`config.mk`:
```
export PLATFORM = sky130hd
export DESIGN_NAME = button_click_classifier
export DESIGN_NICKNAME = d
export VERILOG_FILES = /design/src/hdl/bcc_pkg.sv /design/src/hdl/button_click_classifier.sv
export VERILOG_INCLUDE_DIRS = /design/src /design/src/hdl
export SDC_FILE = /design/constraint.sdc
export NUM_CORES = 1
export LEC_CHECK = 0
export BUFFER_PORTS_ARGS = -buffer_cell sky130_fd_sc_hd__buf_2
export CAP_MARGIN = 40
export CORE_ASPECT_RATIO = 0.5
export CORE_MARGIN = 3
export CORE_UTILIZATION = 48
export DETAILED_ROUTE_END_ITERATION = 8
export HOLD_SLACK_MARGIN = 0.15
export SYNTH_ARGS = -nofsm -noshare
export SYNTH_HDL_FRONTEND = slang
export SYNTH_SLANG_ARGS = --single-unit
```
`constraint.sdc`:
```
create_clock -name i_clk -period 9.3 [get_ports i_clk]
set_input_delay 0 -clock i_clk [delete_from_list [all_inputs] [get_ports i_clk]]
set_output_delay 0 -clock i_clk [all_outputs]
set_load 0.02 [all_outputs]
```
`src/hdl/button_click_classifier_assert.svh`:
```
// Assertion macros for the button click classifier.
`ifndef BUTTON_CLICK_CLASSIFIER_ASSERT_SVH
`define BUTTON_CLICK_CLASSIFIER_ASSERT_SVH

// Same-cycle implication, disabled while reset is asserted.
`define BCC_ASSERT_NOW(label, clk, rst_n, ante, cons) \
    label: assert property (@(posedge clk) disable iff (!(rst_n)) (ante) |-> (cons)) \
        else $error("button_click_classifier: assertion failed");

// Next-cycle implication, disabled while reset is asserted.
`define BCC_ASSERT_NEXT(label, clk, rst_n, ante, cons) \
    label: assert property (@(posedge clk) disable iff (!(rst_n)) (ante) |=> (cons)) \
        else $error("button_click_classifier: assertion failed");

`endif

```
`src/hdl/bcc_pkg.sv`:
```
package bcc_pkg;

    // Width of the tick counter and all time stamps
    localparam int TIME_WIDTH = 32;

    localparam int CFG_WIDTH     = 16;
    localparam int CFG_IDX_WIDTH = 2;
    localparam int DUR_WIDTH     = 32;

    // Register indexes on the configuration port
    localparam logic [CFG_IDX_WIDTH-1:0] CFG_DEBOUNCE = 2'd0;
    localparam logic [CFG_IDX_WIDTH-1:0] CFG_DBL_WIN  = 2'd1;
    localparam logic [CFG_IDX_WIDTH-1:0] CFG_HOLD     = 2'd2;

    // Reset values of the registers
    localparam logic [CFG_WIDTH-1:0] DEBOUNCE_RST = 16'd50;
    localparam logic [CFG_WIDTH-1:0] DBL_WIN_RST  = 16'd250;
    localparam logic [CFG_WIDTH-1:0] HOLD_RST     = 16'd1000;

    typedef enum logic [1:0] {
        EV_NONE   = 2'd0,
        EV_CLICK  = 2'd1,
        EV_DOUBLE = 2'd2,
        EV_HOLD   = 2'd3
    } t_event_code;

    typedef logic [TIME_WIDTH-1:0] t_time;

    typedef struct packed {
        t_event_code          code;
        logic [DUR_WIDTH-1:0] dur;
    } t_result;

endpackage

```
`src/hdl/button_click_classifier.sv`:
```
// Button click classifier.
// Input channel: one request per tick carries the sampled button level
// (i_in_valid / o_in_stall / i_button_level). Each accepted request
// advances the internal tick counter by one.
// Output channel: one result per request (o_out_valid / i_out_stall /
// o_event_code, o_press_duration): 0 none, 1 click, 2 double click, 3 hold,
// plus the length of the last completed press in ticks.
// Each result is registered into the result register, or into the skid
// register while the receiver stalls the result register. Throughput: one
// request per cycle unless o_in_stall is high; the classifier state is
// updated in the accepting cycle by a few subtract/compare paths on 32-bit
// stamps. This two-entry buffer keeps the input open while a result waits;
// o_in_stall rises only when both are full (a request taken during a stall).
// Configuration: i_cfg_we writes register i_cfg_index (0 debounce,
// 1 double-click window, 2 hold threshold), low 16 bits of i_cfg_data.
// Index 3 is ignored. Write only while no request is in flight.
// Reset (synchronous, active low): counter and stamps cleared, gap set to
// all ones, registers back to 50 / 250 / 1000, both buffer entries empty.
`include "button_click_classifier_assert.svh"

module button_click_classifier
    import bcc_pkg::*;
(
    input  logic                     i_clk,
    input  logic                     i_rst_n,
    // configuration write port
    input  logic                     i_cfg_we,
    input  logic [CFG_IDX_WIDTH-1:0] i_cfg_index,
    input  logic [CFG_WIDTH-1:0]     i_cfg_data,
    // input channel
    input  logic                     i_in_valid,
    output logic                     o_in_stall,
    input  logic                     i_button_level,
    // output channel
    output logic                     o_out_valid,
    input  logic                     i_out_stall,
    output logic [1:0]               o_event_code,
    output logic [DUR_WIDTH-1:0]     o_press_duration
);

    // configuration registers
    logic [CFG_WIDTH-1:0] r_debounce;
    logic [CFG_WIDTH-1:0] r_dbl_win;
    logic [CFG_WIDTH-1:0] r_hold;

    // classifier state
    t_time       r_tick, n_tick;
    t_time       r_release_time, n_release_time;
    t_time       r_press_time, n_press_time;
    t_time       r_gap_time, n_gap_time;
    t_time       r_held_time, n_held_time;
    logic        r_level_latched, n_level_latched;
    logic        r_click_done, n_click_done;
    logic        r_released_once, n_released_once;
    t_event_code r_event, n_event;

    // output buffer
    logic    r_out_valid, n_out_valid;
    logic    r_skid_valid, n_skid_valid;
    t_result r_out, n_out;
    t_result r_skid, n_skid;

    logic    in_fire;
    logic    out_fire;
    t_time   since_release;
    t_time   since_press;
    t_time   debounce_t;
    logic    press_edge;
    logic    release_edge;
    t_result new_result;

    assign in_fire  = i_in_valid && !r_skid_valid;
    assign out_fire = r_out_valid && !i_out_stall;

    // elapsed times wrap modulo the counter width
    assign since_release = r_tick - r_release_time;
    assign since_press   = r_tick - r_press_time;
    assign debounce_t    = TIME_WIDTH'(r_debounce);

    // press wins; release only considered when no press on this tick
    assign press_edge   = i_button_level && !r_level_latched && (since_release > debounce_t);
    assign release_edge = !i_button_level && r_level_latched && (since_press > debounce_t);

    always_comb begin
        n_tick          = r_tick + 1'b1;
        n_release_time  = r_release_time;
        n_press_time    = r_press_time;
        n_gap_time      = r_gap_time;
        n_held_time     = r_held_time;
        n_level_latched = r_level_latched;
        n_click_done    = r_click_done;
        n_released_once = r_released_once;
        n_event         = r_event;

        if (press_edge) begin
            // the gap counts only once a full click has been seen
            if (r_released_once && r_click_done) begin
                n_gap_time = since_release;
            end
            n_press_time    = r_tick;
            n_level_latched = 1'b1;
            n_event         = EV_NONE;
            n_click_done    = 1'b0;
        end else if (release_edge) begin
            n_release_time  = r_tick;
            n_held_time     = since_press;
            n_released_once = 1'b1;
            n_click_done    = 1'b1;
            n_level_latched = 1'b0;
        end

        // classify; hold overrides double, an existing code is kept otherwise
        if (n_click_done) begin
            if (n_released_once && (n_gap_time < TIME_WIDTH'(r_dbl_win))) begin
                n_event = EV_DOUBLE;
            end
            if (n_held_time > TIME_WIDTH'(r_hold)) begin
                n_event = EV_HOLD;
            end
            if (n_event == EV_NONE) begin
                n_event = EV_CLICK;
            end
        end
    end

    assign new_result.code = n_event;
    assign new_result.dur  = DUR_WIDTH'(n_held_time);

    // result register with skid entry behind it
    always_comb begin
        n_out_valid  = r_out_valid;
        n_skid_valid = r_skid_valid;
        n_out        = r_out;
        n_skid       = r_skid;
        if (!r_out_valid || out_fire) begin
            if (r_skid_valid) begin
                n_out        = r_skid;
                n_out_valid  = 1'b1;
                n_skid_valid = 1'b0;
            end else if (in_fire) begin
                n_out       = new_result;
                n_out_valid = 1'b1;
            end else begin
                n_out_valid = 1'b0;
            end
        end else if (in_fire) begin
            // receiver stalled: park the new result
            n_skid       = new_result;
            n_skid_valid = 1'b1;
        end
    end

    always_ff @(posedge i_clk) begin
        if (!i_rst_n) begin
            r_debounce <= DEBOUNCE_RST;
            r_dbl_win  <= DBL_WIN_RST;
            r_hold     <= HOLD_RST;
        end else if (i_cfg_we) begin
            case (i_cfg_index)
                CFG_DEBOUNCE: r_debounce <= i_cfg_data;
                CFG_DBL_WIN:  r_dbl_win  <= i_cfg_data;
                CFG_HOLD:     r_hold     <= i_cfg_data;
                default: ;
            endcase
        end
    end

    always_ff @(posedge i_clk) begin
        if (!i_rst_n) begin
            r_tick          <= '0;
            r_release_time  <= '0;
            r_press_time    <= '0;
            r_gap_time      <= '1;
            r_held_time     <= '0;
            r_level_latched <= 1'b0;
            r_click_done    <= 1'b0;
            r_released_once <= 1'b0;
            r_event         <= EV_NONE;
        end else if (in_fire) begin
            r_tick          <= n_tick;
            r_release_time  <= n_release_time;
            r_press_time    <= n_press_time;
            r_gap_time      <= n_gap_time;
            r_held_time     <= n_held_time;
            r_level_latched <= n_level_latched;
            r_click_done    <= n_click_done;
            r_released_once <= n_released_once;
            r_event         <= n_event;
        end
    end

    always_ff @(posedge i_clk) begin
        if (!i_rst_n) begin
            r_out_valid  <= 1'b0;
            r_skid_valid <= 1'b0;
        end else begin
            r_out_valid  <= n_out_valid;
            r_skid_valid <= n_skid_valid;
        end
    end

    // payload, no reset
    always_ff @(posedge i_clk) begin
        r_out  <= n_out;
        r_skid <= n_skid;
    end

    assign o_in_stall       = r_skid_valid;
    assign o_out_valid      = r_out_valid;
    assign o_event_code     = r_out.code;
    assign o_press_duration = r_out.dur;

    // skid entry is only used behind a full result register
    `BCC_ASSERT_NOW(a_skid_behind_out, i_clk, i_rst_n, r_skid_valid, r_out_valid)
    // a request taken while the result is stalled lands in the skid entry
    `BCC_ASSERT_NEXT(a_stall_to_skid, i_clk, i_rst_n,
        r_out_valid && i_out_stall && in_fire, r_skid_valid)
    // a latched press never coexists with a completed click
    `BCC_ASSERT_NOW(a_press_not_done, i_clk, i_rst_n, r_level_latched, !r_click_done)
    // a completed click always carries a classification
    `BCC_ASSERT_NOW(a_done_has_event, i_clk, i_rst_n, r_click_done, r_event != EV_NONE)

endmodule

```
Word level (Yosys, flattened, before mapping)
Index checks and enable logic that the tools add are counted.
{ "word_totals": {"regBits": 283, "input_bits": 24, "output_inout_bits": 36, "word_cells": 77} }
{ "classes": {"addsub": 3, "order_cmp": 4, "n_eq_ne": 2, "n_mux": 20, "bitwise": 3, "n_reduce_logical": 27} }
{ "ops": {"columns": ["operator", "count"], "rows": [
  ["32-bit 2-to-1 mux", 4],
  ["32-bit by 16-bit greater-than comparator with 1-bit output", 3],
  ["34-bit 2-to-1 mux", 2],
  ["32-bit subtractor", 2],
  ["32-bit by 1-bit adder with 32-bit output (second input constant)", 1],
  ["32-bit by 16-bit less-than comparator with 1-bit output", 1],
  ["2-bit AND reduction", 7],
  ["2-bit 2-to-1 mux", 6],
  ["1-bit logical AND", 8],
  ["1-bit 2-to-1 mux", 8],
  ["1-bit zero test", 5],
  ["2-bit zero test", 2],
  ["2-bit nonzero test", 2],
  ["1-bit NOT", 3],
  ["3-bit AND reduction", 1],
  ["2-bit by 1-bit == test with 1-bit output (second input constant)", 1],
  ["2-bit == test (second input constant)", 1],
  ["2-bit OR reduction", 1],
  ["1-bit logical OR", 1]
]} }

Depth between registers and ports, before layout
Gate-level depths: netlist (run 1).
{ "depth": {"word_depth": 14, "mapped_depth": 35, "ltp_nobuf": 34} }

Least setup slack after synthesis (run 1)
OpenSTA, ideal clock, no wires.
{ "synth_timing": {"kind": "reg-to-reg", "from": "reg r_tick[1]", "to": "reg r_out, in the netlist o_event_code[0], data pin", "setup_ns": 0.260, "t_arrival_ns": 6.579, "required_ns": 9.040, "slack_ns": 2.461, "path_stages_with_launch": 27, "synth_period_minus_slack_ns": 6.839, "path_cell_list": "dfxtp_1 ha_1 nor2b_1 o31a_4 o41ai_4 a21oi_2 or4_1 a311o_1 or4b_4 or2_4 o21ai_1 buf_2 mux2_2 ha_1 a21oi_1 o22ai_1 o21a_1 o21a_1 o21a_1 o21a_1 o21ai_0 o211ai_1 a221o_1 nor4b_2 a21oi_1 o211a_1 mux2_2"} }
{ "synth_via": {"elab_cells_between_ends": 26, "classes_between": "2 x add/sub; 4 x order compare; 16 x mux; 4 x reduce/logical"} }
{ "synth_rtl": {"columns": ["item", "line_no", "source"], "rows": [
  ["start: declaration", "button_click_classifier.sv:47", "t_time r_tick, n_tick;"],
  ["start signal: assignment", "button_click_classifier.sv:180", "r_tick <= n_tick;"],
  ["32-bit subtractor", "button_click_classifier.sv:77", "assign since_press = r_tick - r_press_time;"],
  ["32-bit by 16-bit greater-than comparator with 1-bit output", "button_click_classifier.sv:82", "assign release_edge = !i_button_level && r_level_latched && (since_press > debounce_t);"],
  ["1-bit logical AND", "button_click_classifier.sv:82", null],
  ["32-bit 2-to-1 mux", "button_click_classifier.sv:104", "end else if (release_edge) begin"],
  ["32-bit 2-to-1 mux (*)", "button_click_classifier.sv:95", "if (press_edge) begin"],
  ["via n_held_time[2]", "button_click_classifier.sv:51", "t_time r_held_time, n_held_time;"],
  ["32-bit by 16-bit greater-than comparator with 1-bit output (*)", "button_click_classifier.sv:117", "if (n_held_time > TIME_WIDTH'(r_hold)) begin"],
  ["2-bit 2-to-1 mux (*)", "button_click_classifier.sv:117", null],
  ["2-bit 2-to-1 mux (*)", "button_click_classifier.sv:113", "if (n_click_done) begin"],
  ["2-bit zero test", "button_click_classifier.sv:120", "if (n_event == EV_NONE) begin"],
  ["2-bit 2-to-1 mux (*)", "button_click_classifier.sv:120", null],
  ["2-bit 2-to-1 mux (*)", "button_click_classifier.sv:113", null],
  ["via n_event[0]", "button_click_classifier.sv:55", "t_event_code r_event, n_event;"],
  ["34-bit 2-to-1 mux (*)", "button_click_classifier.sv:140", "end else if (in_fire) begin"],
  ["34-bit 2-to-1 mux (*)", "button_click_classifier.sv:136", "if (r_skid_valid) begin"],
  ["end signal: assignment", "button_click_classifier.sv:204", "r_out <= n_out;"],
  ["end: declaration", "button_click_classifier.sv:60", "t_result r_out, n_out;"]
]} }
The timed path passes the listed nets; every way through them passes the cells marked *. The select of a mux whose other input is x is not followed.
A chain may end at the register's enable or synchronous reset.

Worst setup path in the final report (run 1)
Same ends and word-level chain as after synthesis.

==> metrics.md, run 1 <==
| Metric | Value |
|---|---|
| Combinational share of power | `0.153` |
| Worst endpoint required time | `9.65 ns` |
| # DRC | `0` |
| Final Hold Vio Count | `0` |
| Hold buffer count at CTS | `29` |
| Worst Hold Class | `in -> reg` |
| # setup viols final | `0` |
| Longest Clk Path Bufs | `3` |
| Fraction of layout cells with a size suffix above 1 | `0.1169` |
| CP Launch Type | `flop` |
| Adder-Cell Fraction of Synth Area | `0.09478` |
| CTS sink cnt | `~280` |
| Sequential area share after synthesis | `0.3721` |
| Overall Power | `3043 µW` |
| Slowest CP cell | `dfxtp_1` |
| Prevailing post-synth register cell | `dfxtp_1` |
| Skew final | `0.03422 ns` |
| Crit path top cell by count | `o21a_1` |
| Die W | `272.6 µm` |
| Outcome | `completed` |
| Mux contribution to synthesized area | `0.06551` |
| Post-synthesis simple-gate area fraction | `0.1902` |
| # resized after CTS | `0` |
| XOR/XNOR share of the synthesized area | `0.03749` |
| Fmax | `around 0.13 GHz` |
| Total gr overflow | `0` |
| Top post-synthesis cells by area | `dfxtp_1 (25%), edfxtp_1 (12%), ha_1 (9.2%), nand2_1 (7.6%), a21boi_0 (5.3%)` |
| Port-buffer cells | `59` |
| Die Area | `37,970 µm²` |
| Ys async rst share | `0` |
| Max Cap Viol | `0` |
| Int Power | `2199 µW` |
| PwrDens | `158.8 nW/µm²` |
| Setup_tns | `0 ns` |
| NetSw | `844.7 µW` |
| Largest area contributor in the netlist | `dfxtp_1` |
| IO Pins | `60` |
| Maximum number of pins on one net before global-route repair | `82` |
| H-Tree Depth | `1` |
| Drt wl/cell | `18.74 µm` |
| Tcrit/Tclk final | `0.8200` |
| Clock Power Share | `0.418` |
| Area of the core | `between 30,000 and 40,000 µm²` |
| Rows | `48` |
| Initial antenna violation count | `0` |
| DR pass1 iterations | `6` |
| Vias per cell | `5.678` |
| Max VDD drop | `0.1034 mV` |
| RSZ-0062 raised after global routing | `false` |
| Starting DRT DRC Count | `~1,300` |
| Clk_lat worst skew | `about 0.60 ns` |
| Setup bufs post-CTS | `0` |
| CP Buf/Inv Count | `1` |
| Placed Instances | `roughly 2,400` |
| Library cells used by synthesis | `a little under 80` |
| Crit path kind | `reg -> reg` |
| Number of global-route vias before repair | `between 10,000 and 15,000` |
| Slew at the pin closest to its max-slew limit | `0.8572 ns` |
| Pleak | `0.008020 µW` |
| Sw Share | `0.2775` |
| Post-layout min period | `7.626 ns` |
| Fin area | `approximately 19,000 µm²` |
| Pins Over Slew Limit | `0` |
| Syn_nets | `approximately 2,100` |
| Synth Area in Compound Gates | `0.1925` |
| Total number of vias | `14,310` |
| Most frequent cells in the layout | `nand2_1 (346), dfxtp_1 (215), ha_1 (126), inv_1 (125), a21boi_0 (120)` |
| Largest family of logic cells by synthesized area | `compound AO/OA/AOI/OAI gates` |
| Slowest Stage Delay on Critical Path | `0.58 ns` |
| Post-synth top area share | `0.2524` |
| Ys Warns | `0` |
| Total Routing Usage GR | `0.2478` |
| Worst path top cell family by delay | `compound AO/OA/AOI/OAI gates` |
| Num CTS Buffers | `28` |
| TritonCTS clock tree | `done` |
| Hold Slack | `0.2292 ns` |
| Cell Area, Synth | `17,060 µm²` |
| Post-detailed-route count of antenna-violating nets | `0` |
| Post-synthesis cell count | `just under 2,000` |
| Sequential Power Share | `0.430` |
| Initial Utilization | `0.4905` |
| Syn Area/Cell | `8.649 µm²` |
| First-pass GRT wire length | `75,490 µm` |
| Placed inst area | `17,850 µm²` |
| Area delta synth->final | `12.38%` |
| Die Ht | `about 140 µm` |
| Routability cong. | `0.9517` |
| Post-synth EDFFs | `68` |
| Yosys reg bits | `about 280` |
| Most common cell after layout, fill and taps aside | `nand2_1` |
| Worst slew margin | `0.4247` |
| ANT cells | `0` |
| Clock Pin Slew Worst Setup and Hold Paths | `0.08 ns` |
| Final std cells w/o fill | `2,520` |
| Crit Path Max Fanout | `32` |
| Critical path endpoint category | `flop` |
| Post-DP HPWL | `around 35,000 µm` |
| Final WL | `between 40,000 and 50,000 µm` |
| Worst R2R Setup Slack | `roughly 1.7 ns` |
| Crit path DAT | `7.98 ns` |
| Root buf cell | `clkbuf_16` |
| Post-layout nets | `2,175` |
## metrics by stage
step | utilization | setup WS, ns
global placement | 0.5111 | 1.926
detailed placement | 0.5132 | 1.833
CTS | 0.5512 | 1.806
finish | 0.5512 | 1.674
floorplan | - | 2.461
global route | 0.5512 | 1.283
## cells in the mapped netlist, drive strengths merged (10+ instances only)
library cell,n
o21a,20
ha,126
nor3,11
nor2b,25
nand4,37
o21ai,90
a21boi,121
o211ai,38
inv,125
xnor2,52
and2,39
a21oi,101
mux2i,25
nand3,46
dfxtp,215
xor2,21
clkbuf,77
edfxtp,68
and3,17
mux2,77
nor4,18
nor3b,10
nand2,346
nor2,86
or3,16
a21o,31
## layout make-up
type                            instances  area (µm²)
Clock buffer                           29       714.4
Sequential cell                       283        6346
Multi-Input combinational cell       1478        9952
Clock inverter                         23       315.3
Inverter                              125       469.2
Timing Repair Buffer                  107       774.5
Tap cell                              475       594.3
Fill cell                            3234       15610
## tightest hold or removal path, cell delays in order
cell	delay, ns
dlygate4sd3_1	0.51
buf_2	0.14
nand2_1	0.05
o211ai_1	0.08
## metal layers
metal  vias up  global-route usage  part of all wire
met5         -                   0                 0
met4         0             0.04059             0.016
met3        52             0.04135             0.065
met2       391              0.3600              0.41
met1      6796              0.3871              0.51
li1       7069                   -                 -
## kinds of logic (layout without fill, tap and decap cells)
group	Yosys count	count (layout)
and+or+nand+nor	690	690
AOI/OAI and AO/OA	485	485
DFF	283	283
buffers and inverters	211	284
adders and majority gates	128	128
muxes	102	102
xor gates and xnor gates	73	73
## state kept, by name, indices dropped and copies added (netlist names), 2 cells and up
name,count
r_gap_time,32
r_tick,32
o_event_code,2
r_debounce,16
r_skid,34
r_event,2
r_dbl_win,16
r_hold,16
r_release_time,32
r_held_time,32
r_press_time,32
o_press_duration,32
## path summary, 6_finish.rpt
path	from	end	cells after the start
worst min-delay path	i_cfg_data[1]	r_dbl_win[1]	4
worst max register to register	r_tick[1]	o_event_code[0]	29
worst max-delay path	r_tick[1]	o_event_code[0]	29
worst min register to register	r_held_time[14]	r_held_time[14]	2
## power groups by stage
stage	clock [µW]	combinational (µW)	sequential [µW]
2_1_floorplan	0	281	1350
3_3_place_gp	0	437	1330
3_5_place_dp	0	447	1330
4_1_cts	1300	458	1310
5_1_grt	1350	506	1310
6_report	1270	465	1310
Note: power is estimated with default switching activity, not from simulation.
==> run 2, diff against run 1 <==
Clock period 9.3 ns to 8 ns, I/O delays scaled along.
==> run 2 against run 1 <==
Wire length grew 0.91%. Design area about the same. Combinational power up 17%. Die area unchanged. Clock-buffer cell count up 13. Clock skew down 0.013 ns. Power increased by 12%. Via count grew 0.58%. First-iteration DRC count shrank 11%. Sequential power rose by 16%. Flip-flop and latch count unchanged. Critical endpoint unchanged. Largest power group unchanged.
==> metrics.md, run 2 (synthesis results as in run 1) <==
| Metric | Value |
|---|---|
| Initial Utilization | `0.4905 (unchanged)` |
| Crit path top cell by count | `o21a_1 (unchanged)` |
| Biggest register | `r_skid (unchanged)` |
| Total Routing Usage GR | `0.2488 (was 0.2478)` |
| CP Launch Type | `flop (unchanged)` |
| Crit path DAT | `7.83 ns (was 7.98 ns)` |
| Num CTS Buffers | `28 (unchanged)` |
| Drt wl/cell | `18.82 µm (was 18.74 µm)` |
| Worst Hold Class | `in -> reg (unchanged)` |
| Area delta synth->final | `12.38% (about the same)` |
| Largest register FFs | `34 (unchanged)` |
| Die Ht | `139.3 µm (unchanged)` |
| Pleak | `0.008047 µW (was 0.008020 µW)` |
| Final WL | `47,640 µm (was 47,210 µm)` |
| Starting DRT DRC Count | `1,193 (was 1,342)` |
| Slowest CP cell | `dfxtp_1 (unchanged)` |
| Maximum number of pins on one net before global-route repair | `86 (was 82)` |
| Crit path kind | `reg -> reg (unchanged)` |
| Post-layout nets | `2,187 (was 2,175)` |
| Root buf cell | `clkbuf_16 (unchanged)` |
| PwrDens | `178.0 nW/µm² (was 158.8 nW/µm²)` |
| Initial antenna violation count | `1 (was 0)` |
| Routability cong. | `0.9631 (was 0.9517)` |
| Number of global-route vias before repair | `13,170 (was 13,300)` |
| Fillcell total | `3,281 (was 3,234)` |
| Slowest Stage Delay on Critical Path | `0.55 ns (was 0.58 ns)` |
| # resized after CTS | `0 (unchanged)` |
| Pins Over Slew Limit | `0 (unchanged)` |
| Tcrit/Tclk final | `0.9387 (was 0.8200)` |
| Post-DP HPWL | `35,280 µm (was 34,680 µm)` |
| RSZ-0062 raised after global routing | `false (unchanged)` |
| Most frequent cells in the layout | `nand2_1 (346), dfxtp_1 (215), ha_1 (126), inv_1 (125), a21boi_0 (120) (unchanged)` |
| Post-layout min period | `7.509 ns (was 7.626 ns)` |
| Fraction of layout cells with a size suffix above 1 | `0.1176 (was 0.1169)` |
| Area occupied by multi-input gates | `9952 µm² (unchanged)` |
| Skew final | `0.02153 ns (was 0.03422 ns)` |
| Area of the core | `34,770 µm² (unchanged)` |
| Worst endpoint required time | `8.32 ns (was 9.65 ns)` |
| CTS sink cnt | `283 (unchanged)` |
| Clock Pin Slew Worst Setup and Hold Paths | `0.07 ns (was 0.08 ns)` |
| Setup bufs post-CTS | `0 (unchanged)` |
| Most common cell after layout, fill and taps aside | `nand2_1 (unchanged)` |
| Vias per cell | `5.684 (was 5.678)` |
| Final core utilization | `0.5512 (about the same)` |
| Total gr overflow | `0 (unchanged)` |
| Slew at the pin closest to its max-slew limit | `0.9083 ns (was 0.8572 ns)` |
| Outcome | `completed (unchanged)` |
| Die W | `272.6 µm (unchanged)` |
| # setup viols final | `0 (unchanged)` |
| Setup_tns | `0 ns (unchanged)` |
| Hold buffer count at CTS | `34 (was 29)` |
| Crit Path Max Fanout | `32 (unchanged)` |
| H-Tree Depth | `1 (unchanged)` |
| Final Hold Vio Count | `0 (unchanged)` |
| Seq. cell area | `6346 µm² (unchanged)` |
| TritonCTS clock tree | `done (unchanged)` |
| Max VDD drop | `0.1506 mV (was 0.1034 mV)` |
| Longest Clk Path Bufs | `3 (unchanged)` |
| # DRC | `0 (unchanged)` |
| Die Area | `37,970 µm² (unchanged)` |
| Max Cap Viol | `0 (unchanged)` |
| Post-detailed-route count of antenna-violating nets | `0 (unchanged)` |
| Total number of vias | `14,390 (was 14,310)` |
| IO Pins | `60 (unchanged)` |
| DR pass1 iterations | `5 (was 6)` |
| Rows | `48 (unchanged)` |
| Port-buffer cells | `59 (unchanged)` |
| Worst slew margin | `0.3904 (was 0.4247)` |
| Clk_lat worst skew | `0.57 ns (was 0.60 ns)` |
| Critical path endpoint category | `flop (unchanged)` |
| ANT cells | `0 (unchanged)` |
| Fmax | `0.1332 GHz (was 0.1311 GHz)` |
| First-pass GRT wire length | `75,990 µm (was 75,490 µm)` |
-- run 2: cell count changes in the layout (fill, tap and decap cells not counted), sizes merged --
cell and delta:
bufinv -5, clkinv -5, dlygate4sd3 +5, buf +7, clkbuf +13, clkinvlp -2, inv -1
-- run 2: power by group --
group / switching (µW) / internal [µW]
Combinational: 344 / 198
Clock: 584 / 765
Sequential: 17.8 / 1500
Total: 946 / 2470
-- run 2: through the flow --
stage          hold WS [ns]  power, µW  std cells  instance area, µm²  setup slack (ns)
2_1_floorplan        0.1386       1892       1972               17060             1.161
3_3_place_gp         0.2854       2063       2442               17820            0.7885
3_5_place_dp         0.2874       2072       2446               17890            0.5609
4_1_cts              0.2293       3430       2532               19170            0.5522
5_1_grt              0.2586       3557       2532               19170          0.003225
6_report             0.2551       3412       2532               19170            0.4906
-- run 2: per-layer routing --
| metal | vias up | routed length (µm) | track usage |
|---|---|---|---|
| met1 | 6835 | 24380 | 0.3922 |
| met2 | 396 | 19240 | 0.3528 |
| met4 | 0 | 826 | 0.04397 |
| met3 | 55 | 3192 | 0.04566 |
| met5 | - | 0 | 0 |
| li1 | 7105 | - | - |
-- run 2: critical path, delay by kind of cell (launching register included) --
kind	cells	cell delay, ns
AO/OA/AOI/OAI	17	3.34
XOR/XNOR	1	0.32
adder cells (fa/ha/maj)	3	0.92
buffers and inverters	1	0.43
flip-flops	1	0.55
multiplexers	2	0.69
AND/OR/NAND/NOR	5	1.00
-- run 2: path summary, 6_finish.rpt --
kind / start / end / slack [ns] / cells after the start
max: r_tick[1] / o_event_code[0] / 0.49 / 29
min: i_cfg_data[3] / r_dbl_win[3] / 0.26 / 4
max reg2reg: r_tick[1] / o_event_code[0] / 0.49 / 29
min reg2reg: r_release_time[23] / r_release_time[23] / 0.46 / 2
-- run 2: layout make-up --
| class | count | share of cell area |
|---|---|---|
| repair buffers | 119 | 0.04517 |
| clock buffers | 42 | 0.04419 |
| flip-flops and latches | 283 | 0.3311 |
| multi-input cells | 1478 | 0.5192 |
| well taps | 475 | 0.03101 |
| clock inverters | 10 | 0.004831 |
| inverters | 125 | 0.02448 |
==> run 3, diff against run 2 <==
Settings changed: PLACE_DENSITY from default to 0.67.
Clock period 8 ns to 6.72 ns, I/O delays scaled along.
==> run 3 against run 2 <==
Global-route usage fell by 0.52 points. Critical path depth did not move. Sequential share of layout area fell by 1.9 points. Largest power group unchanged.
==> metrics.md, run 3 (synthesis results as in run 1) <==
| Metric | Value |
|---|---|
| Outcome | `completed (unchanged)` |
| Area occupied by multi-input gates | `10,310 µm² (was 9952 µm²)` |
| Worst reg2reg path startpoint | `r_press_time[1] (was r_tick[1])` |
| Longest Clk Path Bufs | `3 (unchanged)` |
| TritonCTS clock tree | `done (unchanged)` |
| Setup WS pre-CTS | `-0.2174 ns (was 0.5609 ns)` |
| Fraction of layout cells with a size suffix above 1 | `0.1915 (was 0.1176)` |
| Slowest CP cell | `or4b_4 (was dfxtp_1)` |
| Num CTS Buffers | `27 (was 28)` |
| Initial Utilization | `0.4905 (unchanged)` |
| Initial antenna violation count | `1 (unchanged)` |
| Starting DRT DRC Count | `1,519 (was 1,193)` |
| Critical path endpoint category | `flop (unchanged)` |
| Crit Path Max Fanout | `5 (was 32)` |
| CP Launch Type | `flop (unchanged)` |
| Port-buffer cells | `59 (unchanged)` |
| H-Tree Depth | `1 (unchanged)` |
| Cells on Worst Hold Path | `4 (unchanged)` |
| Vias per cell | `5.667 (was 5.684)` |
| Fin worst setup slack | `0.02777 ns (was 0.4906 ns)` |
| DR pass1 iterations | `5 (unchanged)` |
| Final Hold Vio Count | `0 (unchanged)` |
| Worst Hold Launch | `i_cfg_data[1] (was i_cfg_data[3])` |
| Die Ht | `139.3 µm (unchanged)` |
| Tcrit/Tclk final | `0.9959 (was 0.9387)` |
| Number of global-route vias before repair | `13,900 (was 13,170)` |
| Root buf cell | `clkbuf_16 (unchanged)` |
| Most frequent cells in the layout | `nand2_1 (345), dfxtp_1 (211), buf_4 (147), inv_1 (123), a21boi_0 (119) (was nand2_1 (346), dfxtp_1 (215), ha_1 (126), inv_1 (125), a21boi_0 (120))` |
| Most common cell after layout, fill and taps aside | `nand2_1 (unchanged)` |
| Post-DP HPWL | `35,180 µm (was 35,280 µm)` |
| Drt wl/cell | `18.15 µm (was 18.82 µm)` |
| Total gr overflow | `0 (unchanged)` |
| Worst path top cell family by delay | `compound AO/OA/AOI/OAI gates (unchanged)` |
| Routability cong. | `0.9473 (was 0.9631)` |
| Maximum number of pins on one net before global-route repair | `84 (was 86)` |
| Die W | `272.6 µm (unchanged)` |
| Rows | `48 (unchanged)` |
| Pins Over Slew Limit | `0 (unchanged)` |
| Worst Hold Class | `in -> reg (unchanged)` |
| # DRC | `0 (unchanged)` |
| Slew at the pin closest to its max-slew limit | `0.8726 ns (was 0.9083 ns)` |
| Setup_tns | `0 ns (unchanged)` |
| Overall Power | `4110 µW (was 3412 µW)` |
| Clock Pin Slew Worst Setup and Hold Paths | `0.07 ns (about the same)` |
| Hold Slack | `0.2538 ns (was 0.2551 ns)` |
| Post-layout nets | `2,308 (was 2,187)` |
| Pleak | `0.008731 µW (was 0.008047 µW)` |
| Final WL | `48,140 µm (was 47,640 µm)` |
| Crit path kind | `reg -> reg (unchanged)` |
| Min-Delay Endpoint | `r_dbl_win[1] (was r_dbl_win[3])` |
| # setup viols final | `0 (unchanged)` |
| Clk_lat worst skew | `0.57 ns (about the same)` |
| Worst R2R Setup Slack | `0.03 ns (was 0.49 ns)` |
| Largest register FFs | `34 (unchanged)` |
| Fillcell total | `3,037 (was 3,281)` |
| Crit path DAT | `7.02 ns (was 7.83 ns)` |
| PwrDens | `201.7 nW/µm² (was 178.0 nW/µm²)` |
| Worst endpoint required time | `7.05 ns (was 8.32 ns)` |
| Post-detailed-route count of antenna-violating nets | `0 (unchanged)` |
| Area delta synth->final | `19.49% (was 12.38%)` |
| Area of the core | `34,770 µm² (unchanged)` |
| Worst r2r path cells | `29 (unchanged)` |
| Max Cap Viol | `0 (unchanged)` |
| First-pass GRT wire length | `75,070 µm (was 75,990 µm)` |
| Die Area | `37,970 µm² (unchanged)` |
| Seq. cell area | `6354 µm² (was 6346 µm²)` |
| Skew final | `0.01555 ns (was 0.02153 ns)` |
| Post-layout min period | `6.692 ns (was 7.509 ns)` |
| CP Buf/Inv Count | `4 (was 1)` |
| ANT cells | `0 (unchanged)` |
| CTS sink cnt | `283 (unchanged)` |
| Slowest Stage Delay on Critical Path | `0.52 ns (was 0.55 ns)` |
| Biggest register | `r_skid (unchanged)` |
| Max VDD drop | `0.2058 mV (was 0.1506 mV)` |
| Fmax | `0.1494 GHz (was 0.1332 GHz)` |
| IO Pins | `60 (unchanged)` |
| Total Routing Usage GR | `0.2436 (was 0.2488)` |
| RSZ-0062 raised after global routing | `true (was false)` |
| Total number of vias | `15,030 (was 14,390)` |
| Worst R2R End | `o_event_code[1] (was o_event_code[0])` |
| Worst slew margin | `0.4121 (was 0.3904)` |
| Crit path top cell by count | `o21a_1 (unchanged)` |
run 3: cell type report:
class                   instances  share of cell area
multi-input cells            1478              0.5060
well taps                     475             0.02916
repair buffers                241             0.08847
flip-flops and latches        283              0.3118
inverters                     125             0.02302
clock inverters                 7            0.004052
clock buffers                  43             0.03757
run 3: metrics by stage:
step	area (µm²)	utilization	cells
final	20380	0.5861	2652
after global placement	18600	0.5349	2546
after floorplan	17060	-	1972
after global routing	20380	0.5861	2652
after detailed placement	18670	0.5370	2550
after CTS	19930	0.5730	2637
run 3: worst min-delay path, cell delays in order:
cell	delay, ns
dlygate4sd3_1	0.52
buf_2	0.13
nand2_1	0.05
o211ai_1	0.08
run 3: worst max path at each step:
stage / endpoint / slack [ns] / cells after the start / from
2_1_floorplan: o_event_code[0] / 0.11 / 26 / r_tick[1]
3_3_place_gp: o_event_code[0] / -0.04 / 30 / r_tick[1]
3_5_place_dp: o_event_code[0] / -0.22 / 29 / r_tick[1]
4_1_cts: o_event_code[0] / -0.05 / 31 / r_press_time[1]
5_1_grt: o_event_code[1] / -0.27 / 33 / r_tick[0]
6_report: o_event_code[1] / 0.03 / 29 / r_press_time[1]
run 3: routing by layer:
layer / GRT usage / wire length (µm)
met1: 0.3630 / 23210
met2: 0.3725 / 20680
met4: 0.04453 / 880
met3: 0.04170 / 3362
met5: 0 / 0
run 3: where the power goes:
| group | internal [µW] | switching (µW) |
|---|---|---|
| Clock | 826 | 687 |
| Sequential | 1790 | 19.4 |
| Combinational | 334 | 454 |
| Total | 2950 | 1160 |
run 3: repair_timing:
action / CTS / global route
pin swaps: 5 / 28
hold buffers: 31 / 0
setup buffers: 6 / 15
endpoints found under the hold margin: 155 / 0
resized for setup: 14 / 74
endpoints found under the setup margin: 2 / 6
